$ cat src/sv/svsw_pkg.sv
// Package with the types and constants of the SMBIOS vendor string walker.
`default_nettype none

package svsw_pkg;

  // Register reset value and the special codes of the structure table.
  localparam logic [8:0] MAX_LEN_RESET = 9'd64;
  localparam logic [7:0] TYPE_END      = 8'd127;
  localparam logic [7:0] TYPE_BIOS     = 8'd0;
  localparam logic [7:0] MIN_LENGTH    = 8'd4;
  localparam logic [7:0] MIN_BIOS_LEN  = 8'd5;
  localparam logic [7:0] OFS_LENGTH    = 8'd1;
  localparam logic [7:0] OFS_VENDOR    = 8'd4;

  // Where the walker stands inside the current structure.
  typedef enum logic [2:0] {
    PH_HEADER    = 3'd0,
    PH_FORMAT    = 3'd1,
    PH_SKIP      = 3'd2,
    PH_STR_START = 3'd3,
    PH_STR_IN    = 3'd4,
    PH_EMIT      = 3'd5
  } walk_phase_t;

  // Complete walker state, carried between the step logic and the top level.
  typedef struct packed {
    walk_phase_t phase;
    logic [7:0]  cur_type;
    logic [7:0]  cur_len;
    logic [7:0]  offset;
    logic [7:0]  wanted;
    logic [7:0]  str_cnt;
    logic        prev_zero;
    logic [8:0]  chars_sent;
    logic        finished;
  } walk_state_t;

  // One result word.
  typedef struct packed {
    logic [7:0] vendor_char;
    logic       char_valid;
    logic       done_res;
    logic       found;
  } walk_result_t;

  // State after reset and after the final byte of a table.
  localparam walk_state_t WALK_REARM = '{
    phase:      PH_HEADER,
    cur_type:   8'd0,
    cur_len:    8'd0,
    offset:     8'd0,
    wanted:     8'd0,
    str_cnt:    8'd1,
    prev_zero:  1'b0,
    chars_sent: 9'd0,
    finished:   1'b0
  };

endpackage

`default_nettype wire

$ cat src/sv/svsw_if.sv
// Handshake interfaces for the table byte channel and the result channel.
`default_nettype none

interface svsw_in_if;
  logic       valid;
  logic       ready;
  logic [7:0] table_byte;
  logic       table_last;

  modport source (output valid, output table_byte, output table_last, input ready);
  modport sink   (input valid, input table_byte, input table_last, output ready);
endinterface

interface svsw_out_if;
  logic       valid;
  logic       ready;
  logic [7:0] vendor_char;
  logic       char_valid;
  logic       done_res;
  logic       found;

  modport source (output valid, output vendor_char, output char_valid,
                  output done_res, output found, input ready);
  modport sink   (input valid, input vendor_char, input char_valid,
                  input done_res, input found, output ready);
endinterface

`default_nettype wire

$ cat src/sv/svsw_step.sv
// Combinational next-state and result logic for one table byte.
`default_nettype none

module svsw_step (
  input  var svsw_pkg::walk_state_t  st,
  input  var logic [7:0]             table_byte,
  input  var logic                   table_last,
  input  var logic [8:0]             max_len,
  output svsw_pkg::walk_state_t      st_nxt,
  output logic                       have_res,
  output svsw_pkg::walk_result_t     res
);

  // One byte of a string set that is being skipped: two zeros in a row end it.
  function automatic svsw_pkg::walk_state_t skip_byte(svsw_pkg::walk_state_t s,
                                                       logic [7:0] b);
    svsw_pkg::walk_state_t r;
    r = s;
    if (b == 8'd0) begin
      if (s.prev_zero) begin
        r.phase     = svsw_pkg::PH_HEADER;
        r.offset    = 8'd0;
        r.prev_zero = 1'b0;
      end else begin
        r.prev_zero = 1'b1;
      end
    end else begin
      r.prev_zero = 1'b0;
    end
    return r;
  endfunction

  logic       done;
  logic       fnd;
  logic       cv;
  logic [7:0] ch;
  logic [7:0] len_v;
  logic [7:0] wanted_v;
  logic [8:0] limit;
  logic [8:0] sent_inc;

  always_comb begin
    st_nxt   = st;
    have_res = 1'b0;
    done     = 1'b0;
    fnd      = 1'b0;
    cv       = 1'b0;
    ch       = 8'd0;
    len_v    = st.cur_len;
    wanted_v = st.wanted;
    limit    = max_len - 9'd1;
    sent_inc = 9'd0;

    if (st.finished) begin
      // Search over: wait for the end of the table.
      if (table_last) begin
        st_nxt = svsw_pkg::WALK_REARM;
      end
    end else begin
      if (max_len == 9'd0) begin
        have_res = 1'b1;
        done     = 1'b1;
      end else begin
        // Walk phase transitions.
        case (st.phase)
          svsw_pkg::PH_FORMAT: begin
            if (st.offset == svsw_pkg::OFS_LENGTH) begin
              len_v          = table_byte;
              st_nxt.cur_len = table_byte;
            end
            if (st.offset == svsw_pkg::OFS_LENGTH && table_byte < svsw_pkg::MIN_LENGTH) begin
              have_res = 1'b1;
              done     = 1'b1;
            end else begin
              if (st.offset == svsw_pkg::OFS_VENDOR && st.cur_type == svsw_pkg::TYPE_BIOS) begin
                wanted_v      = table_byte;
                st_nxt.wanted = table_byte;
              end
              if ({1'b0, st.offset} + 9'd1 >= {1'b0, len_v}) begin
                st_nxt.prev_zero = 1'b0;
                st_nxt.str_cnt   = 8'd1;
                if (st.cur_type == svsw_pkg::TYPE_BIOS && len_v >= svsw_pkg::MIN_BIOS_LEN &&
                    wanted_v != 8'd0) begin
                  st_nxt.phase = svsw_pkg::PH_STR_START;
                end else begin
                  st_nxt.phase = svsw_pkg::PH_SKIP;
                end
              end else begin
                st_nxt.offset = st.offset + 8'd1;
              end
            end
          end
          svsw_pkg::PH_SKIP: begin
            st_nxt = skip_byte(st, table_byte);
          end
          svsw_pkg::PH_STR_START: begin
            if (table_byte == 8'd0) begin
              st_nxt       = st;
              st_nxt.phase = svsw_pkg::PH_SKIP;
              st_nxt       = skip_byte(st_nxt, table_byte);
            end else if (st.str_cnt == st.wanted) begin
              st_nxt.phase      = svsw_pkg::PH_EMIT;
              st_nxt.chars_sent = 9'd0;
            end else begin
              st_nxt.phase     = svsw_pkg::PH_STR_IN;
              st_nxt.prev_zero = 1'b0;
            end
          end
          svsw_pkg::PH_STR_IN: begin
            if (table_byte == 8'd0) begin
              st_nxt.str_cnt   = st.str_cnt + 8'd1;
              st_nxt.phase     = svsw_pkg::PH_STR_START;
              st_nxt.prev_zero = 1'b1;
            end else begin
              st_nxt.prev_zero = 1'b0;
            end
          end
          svsw_pkg::PH_EMIT: begin
            st_nxt = st;
          end
          default: begin
            // Header: the type byte of a new structure.
            st_nxt.cur_type = table_byte;
            if (table_byte == svsw_pkg::TYPE_END) begin
              have_res = 1'b1;
              done     = 1'b1;
            end else begin
              st_nxt.offset = 8'd1;
              st_nxt.phase  = svsw_pkg::PH_FORMAT;
            end
          end
        endcase

        // Emission of the selected string, including its first character.
        if (st_nxt.phase == svsw_pkg::PH_EMIT && !have_res) begin
          have_res = 1'b1;
          fnd      = 1'b1;
          if (table_byte == 8'd0 || st_nxt.chars_sent >= limit) begin
            done = 1'b1;
          end else begin
            cv                = 1'b1;
            ch                = table_byte;
            sent_inc          = st_nxt.chars_sent + 9'd1;
            st_nxt.chars_sent = sent_inc;
            done              = (sent_inc >= limit) || table_last;
          end
        end
      end

      // Table end without any other result.
      if (!have_res && table_last) begin
        have_res = 1'b1;
        done     = 1'b1;
      end

      // A final result ends the search or, on the last byte, rearms.
      if (have_res && done) begin
        if (table_last) begin
          st_nxt = svsw_pkg::WALK_REARM;
        end else begin
          st_nxt.finished = 1'b1;
        end
      end
    end

    res.vendor_char = ch;
    res.char_valid  = cv;
    res.done_res    = done;
    res.found       = done & fnd;
  end

endmodule

`default_nettype wire

$ cat src/sv/smbios_vendor_string_walk.sv
// Top level of the SMBIOS vendor string walker.
`default_nettype none

// The walker takes the SMBIOS structure table one word (byte) per cycle and
// gives zero or one result word per byte. Each byte is decided in the same
// cycle it is accepted, by small compares on the walker state, and its result
// goes to an output register; a byte is accepted whenever that register is
// empty or is being taken, so the sustained rate is one byte per cycle while
// results are taken, and a result is out in the cycle after its byte. There is
// no clearing pass after reset. cfg_wdata sets the output buffer size: at most
// that minus one characters of the vendor string are emitted. It must be
// written only while the walker is idle; the block does not enforce it.
module smbios_vendor_string_walk (
  input  wire logic        clk,
  input  wire logic        rst_n,
  svsw_in_if.sink          in_ch,
  svsw_out_if.source       out_ch,
  input  wire logic        cfg_we,
  input  wire logic [8:0]  cfg_wdata
);

  svsw_pkg::walk_state_t  st_r;
  svsw_pkg::walk_state_t  st_nxt;
  svsw_pkg::walk_result_t res;
  svsw_pkg::walk_result_t res_r;
  logic                   have_res;
  logic                   out_valid_r;
  logic                   out_valid_nxt;
  logic [8:0]             max_len_r;
  logic                   in_fire;

  // Per-byte walker logic.
  svsw_step u_step (
    .st         (st_r),
    .table_byte (in_ch.table_byte),
    .table_last (in_ch.table_last),
    .max_len    (max_len_r),
    .st_nxt     (st_nxt),
    .have_res   (have_res),
    .res        (res)
  );

  // Handshake: the output register parts the two sides.
  assign in_ch.ready = !out_valid_r || out_ch.ready;
  assign in_fire     = in_ch.valid && in_ch.ready;

  always_comb begin
    if (in_fire && have_res) begin
      out_valid_nxt = 1'b1;
    end else if (out_ch.ready) begin
      out_valid_nxt = 1'b0;
    end else begin
      out_valid_nxt = out_valid_r;
    end
  end

  // Control state and configuration register.
  always_ff @(posedge clk) begin
    if (!rst_n) begin
      st_r        <= svsw_pkg::WALK_REARM;
      out_valid_r <= 1'b0;
      max_len_r   <= svsw_pkg::MAX_LEN_RESET;
    end else begin
      out_valid_r <= out_valid_nxt;
      if (in_fire) begin
        st_r <= st_nxt;
      end
      if (cfg_we) begin
        max_len_r <= cfg_wdata;
      end
    end
  end

  // Result payload register.
  always_ff @(posedge clk) begin
    if (in_fire && have_res) begin
      res_r <= res;
    end
  end

  assign out_ch.valid       = out_valid_r;
  assign out_ch.vendor_char = res_r.vendor_char;
  assign out_ch.char_valid  = res_r.char_valid;
  assign out_ch.done_res    = res_r.done_res;
  assign out_ch.found       = res_r.found;

endmodule

`default_nettype wire

$ cat src/flat_wrapper.sv
// flat-port wrapper written by rule: the top's interface ports become plain ports
module smbios_vendor_string_walk_flat 
  (clk, rst_n, cfg_we, cfg_wdata, in_ch_valid, in_ch_table_byte, in_ch_table_last, in_ch_ready, out_ch_valid, out_ch_vendor_char, out_ch_char_valid, out_ch_done_res, out_ch_found, out_ch_ready);
  svsw_in_if in_ch_i ();
  svsw_out_if out_ch_i ();
  input  wire logic clk;
  input  wire logic rst_n;
  input  wire logic cfg_we;
  input  wire logic [8:0] cfg_wdata;
  input wire logic [$bits(in_ch_i.valid)-1:0] in_ch_valid;
  input wire logic [$bits(in_ch_i.table_byte)-1:0] in_ch_table_byte;
  input wire logic [$bits(in_ch_i.table_last)-1:0] in_ch_table_last;
  output wire logic [$bits(in_ch_i.ready)-1:0] in_ch_ready;
  output wire logic [$bits(out_ch_i.valid)-1:0] out_ch_valid;
  output wire logic [$bits(out_ch_i.vendor_char)-1:0] out_ch_vendor_char;
  output wire logic [$bits(out_ch_i.char_valid)-1:0] out_ch_char_valid;
  output wire logic [$bits(out_ch_i.done_res)-1:0] out_ch_done_res;
  output wire logic [$bits(out_ch_i.found)-1:0] out_ch_found;
  input wire logic [$bits(out_ch_i.ready)-1:0] out_ch_ready;
  assign in_ch_i.valid = in_ch_valid;
  assign in_ch_i.table_byte = in_ch_table_byte;
  assign in_ch_i.table_last = in_ch_table_last;
  assign in_ch_ready = in_ch_i.ready;
  assign out_ch_valid = out_ch_i.valid;
  assign out_ch_vendor_char = out_ch_i.vendor_char;
  assign out_ch_char_valid = out_ch_i.char_valid;
  assign out_ch_done_res = out_ch_i.done_res;
  assign out_ch_found = out_ch_i.found;
  assign out_ch_i.ready = out_ch_ready;
  smbios_vendor_string_walk u_core (.clk(clk), .rst_n(rst_n), .in_ch(in_ch_i), .out_ch(out_ch_i), .cfg_we(cfg_we), .cfg_wdata(cfg_wdata));
endmodule
$ cat config.mk
export PLATFORM = sky130hd
export DESIGN_NAME = smbios_vendor_string_walk_flat
export DESIGN_NICKNAME = d
export VERILOG_FILES = /design/src/sv/svsw_pkg.sv /design/src/sv/svsw_if.sv /design/src/sv/svsw_step.sv /design/src/sv/smbios_vendor_string_walk.sv /design/src/flat_wrapper.sv
export SDC_FILE = /design/constraint.sdc
export NUM_CORES = 1
export LEC_CHECK = 0
export ABC_AREA = 1
export ABC_CLOCK_PERIOD_IN_PS = 3600
export BUFFER_PORTS_ARGS = -buffer_cell sky130_fd_sc_hd__clkbuf_2
export CORE_MARGIN = 4
export CORE_UTILIZATION = 44
export CTS_CLUSTER_SIZE = 10
export DETAILED_ROUTE_END_ITERATION = 12
export GPL_ROUTABILITY_DRIVEN = 0
export PLACE_DENSITY = 0.69
export SYNTH_ARGS = -nofsm -noshare
export SYNTH_HDL_FRONTEND = slang
export SYNTH_HIERARCHICAL = 1
export SYNTH_SLANG_ARGS = --single-unit
$ cat constraint.sdc
create_clock -name clk -period 3.6 [get_ports clk]
set_input_delay 0.36 -clock clk [delete_from_list [all_inputs] [get_ports clk]]
set_output_delay 0.36 -clock clk [all_outputs]
set_load 0.01 [all_outputs]
==> flow_summary_export.csv <==
group,metric,value,unit
floorplanning,pin_count,36,
final_layout,diodes,0,
routing,drc,0,
setup_path,cp.arrival,3.49,ns
placement,placedCellCount,1371,
final_layout,fin_util,52.9,%
setup_path,r2r_slack,0.19,ns
yosys,synth_edf_count,11,
global_routing,grt_util_met3,4.45,%
floorplanning,initial_utilization,44.8,%
global_routing,antenna_found_initial,0,
global_routing,grt_pass1_wl,31300,um
yosys,ys_ff_latch,75,
yosys,ys.warnings.count,6,
floorplanning,rows,45,
run,cap_violations,0,
power,irDropWorstVdd,0.324,mV
clocking,clockBufferDepth,2,
hold_path,hold_class,"in2reg",
final_layout,nFillCells,1587,
placement,dpl_worst_slack,-0.00298,ns
setup_path,reg2reg_from,"u_core/st_r[28]",
clocking,htree_levels,3,
floorplanning,coreArea,15200,um^2
floorplanning,dieArea,17500,um^2
timing,slew_violations,0,
yosys,synth-async-reset-ratio,0,%
setup_path,r2r-end,"u_core/out_ch.done_res",
global_routing,globalRouteMet2Util,34.9,%
floorplanning,dieWidth,132,um
yosys,yosysSeqAreaShare,23.7,%
setup_path,critPathCaptureType,"flip-flop",
global_routing,grt_pass1_vias,6598,
global_routing,grt-busiest-layer,"met2",
timing,slew_headroom,26.5,%
placement,place_hpwl,12900,um
timing,final-hold-violation-count,0,
timing,setup_ws,0.190,ns
power,cellLeakagePower,0.00390,uW
yosys,ys_types,50,
timing,skew,0.0129,ns
clocking,clk_pin_slew,0.07,ns
clocking,cts-root-buf,"clkbuf_16",
final_layout,finalNonFillerCells,1398,
timing,post-route-min-period,3.41,ns
timing,fin_setup_tns,0,ns
timing,fmax,293,MHz
yosys,syn_inst,1130,
clocking,cts_tree,"done",
power,finalPower,3000,uW
routing,firstDrtPassIters,5,
global_routing,grt_start_max_net_pins,79,
clocking,cts_buffers,9,
timing,finalSetupViolCount,0,
placement,port_buffers,35,
setup_path,start_kind,"flip-flop",
setup_path,crit_type,"reg2reg",
setup_path,r2r_cells,22,
clocking,clk_latency,0.36,ns
routing,ant_nets,0,
routing,routed_via_density,5.30,
global_routing,track_usage,21.1,%
floorplanning,die_y,132,um
setup_path,endpoint,"u_core/out_ch.done_res",
routing,totalWireLength,19000,um
final_layout,multi_input_area,4410,um^2
timing,worst_slew_pin_slew,1.10,ns
power,power_density,373,nW/um^2
setup_path,cp-startpoint,"u_core/st_r[28]",
final_layout,syn_to_final_growth,18.1,%
routing,vias,7410,
run_status,status,"complete, no violations",
yosys,postSynthNetCount,1186,
yosys,avgSynthCellArea,6.03,um^2
clocking,cts.sinks,75,
final_layout,ff_latch_area,1630,um^2
final_layout,nNetsFinal,1261,
yosys,synthFlopType,"dfxtp_1",
routing,drt_iter0_drc,635,
global_routing,use_met1,27.8,%
timing,period_share,94.7,%
global_routing,gr-total-overflow,0,
setup_path,worstPathRequired,3.68,ns
yosys,synth_area,6810,um^2
routing,wl_per_cell,13.6,um
setup_path,path_max_fanout,7,
final_layout,drive_above_1_share,17.7,%
==> registers in the layout, summed over array words and instances, names as in the netlist <==
| register | flops |
|---|---|
| u_core/out_ch.done_res | 1 |
| u_core/out_ch.char_valid | 1 |
| u_core/out_ch.found | 1 |
| u_core/max_len_r | 9 |
| u_core/st_r | 54 |
| u_core/out_ch.valid | 1 |
| u_core/out_ch.vendor_char | 8 |
==> synth_stat cells (3+ instances only) <==
cell / count / area share [%]
a21oi_1: 82 / 6.0
buf_2: 21 / 1.5
buf_4: 3 / 0.33
buf_6: 15 / 2.5
clkbuf_1: 13 / 0.72
dfxtp_1: 64 / 19
edfxtp_1: 11 / 4.8
ha_1: 33 / 6.1
inv_1: 159 / 8.8
inv_2: 3 / 0.17
nand2_1: 279 / 15
nand2_2: 3 / 0.28
nand3_1: 89 / 6.5
nand3b_1: 4 / 0.44
nand4_1: 12 / 1.1
nor2_1: 139 / 7.7
nor2_2: 13 / 1.2
nor3_1: 10 / 0.73
o21ai_0: 99 / 7.3
o21ai_1: 5 / 0.37
o22ai_1: 14 / 1.3
o32ai_1: 6 / 0.77
xnor2_1: 6 / 0.77
xor2_1: 11 / 1.4
==> metal layers <==
| metal | share of wire, % | wire [um] |
|---|---|---|
| met1 | 46 | 8700 |
| met2 | 47 | 9000 |
| met3 | 5.0 | 948 |
| met4 | 1.8 | 350 |
| met5 | 0 | 0 |
==> critical path, cell delays in order (launching register included) <==
cell,delay [ns]
dfxtp_2,0.34
inv_4,0.09
ha_4,0.14
nand3_4,0.13
nor2_8,0.18
nand2_1,0.08
o21ai_2,0.09
inv_1,0.08
ha_1,0.32
a21oi_2,0.14
o21a_1,0.11
nor2_1,0.04
nor2_1,0.12
nand3_2,0.11
nand2_2,0.09
buf_4,0.11
nand2_1,0.11
nand2_2,0.14
nand2_2,0.07
a31oi_1,0.19
inv_1,0.12
nor2_4,0.15
buf_4,0.16
==> where the power goes <==
part / switching [uW] / internal (uW)
sequential: 56.3 / 916
clock: 415 / 612
combinational: 612 / 392
total: 1080 / 1920
==> how the worst min path moves through the flow <==
stage / startpoint / to / slack, ns / cells past startpoint
final: cfg_wdata[6] / u_core/max_len_r[6] / 0.21 / 3
after global routing: cfg_wdata[6] / u_core/max_len_r[6] / 0.23 / 3
after CTS: cfg_wdata[6] / u_core/max_len_r[6] / 0.21 / 3
after detailed placement: u_core/st_r[40] / u_core/st_r[40] / 0.49 / 2
after global placement: u_core/max_len_r[0] / u_core/max_len_r[0] / 0.48 / 2
after floorplan: u_core/max_len_r[0] / u_core/max_len_r[0] / 0.46 / 2
==> cells by family after synthesis <==
family | share of synthesized area [%]
and+or+nand+nor | 35.6
AOI/OAI and AO/OA | 18.2
buffers and inverters | 14.3
DFF | 23.7
adders and majority gates | 6.06
xor gates and xnor gates | 2.19
==> what timing repair did <==
action                     CTS  global route
buffers inserted             2             7
hold buffers                 0             0
cloned                       0             2
resized for setup            1            64
setup endpoints to repair   14            48
pin swaps                    2            25
==> stage by stage <==
step / area (um^2) / hold WS [ns]
2_1_floorplan: 6810 / 0.463
3_3_place_gp: 7410 / 0.481
3_5_place_dp: 7410 / 0.490
4_1_cts: 7770 / 0.206
5_1_grt: 8050 / 0.228
6_report: 8050 / 0.209
==> area by class of cell <==
type                       count  share of cell area (%)
multi-input combinational    839                    54.8
sequential                    75                    20.3
timing repair buffer         116                    10.2
inverter                     164                    7.68
tap                          188                    2.92
clock buffer                   9                    2.80
clock inverter                 7                    1.26
==> layout by cell type (no fill, tap or decap), types with 3 or more instances in the layout <==
master,count
inv_2,8
clkbuf_16,9
xor2_1,10
buf_4,77
nand3_1,86
xnor2_1,6
nor3_1,8
o32ai_1,6
nand3b_1,4
nor2_2,20
dfxtp_2,9
nand2_2,11
clkbuf_2,34
ha_1,27
o21ai_1,6
o22ai_1,14
o21ai_0,96
inv_1,153
nor2_1,131
buf_6,3
a21oi_1,80
dfxtp_4,3
nand2_1,270
nor2_4,4
edfxtp_1,11
dfxtp_1,52
ha_4,5
nand4_1,12
nand3_2,3
Note: power is estimated with default switching activity, not from simulation.
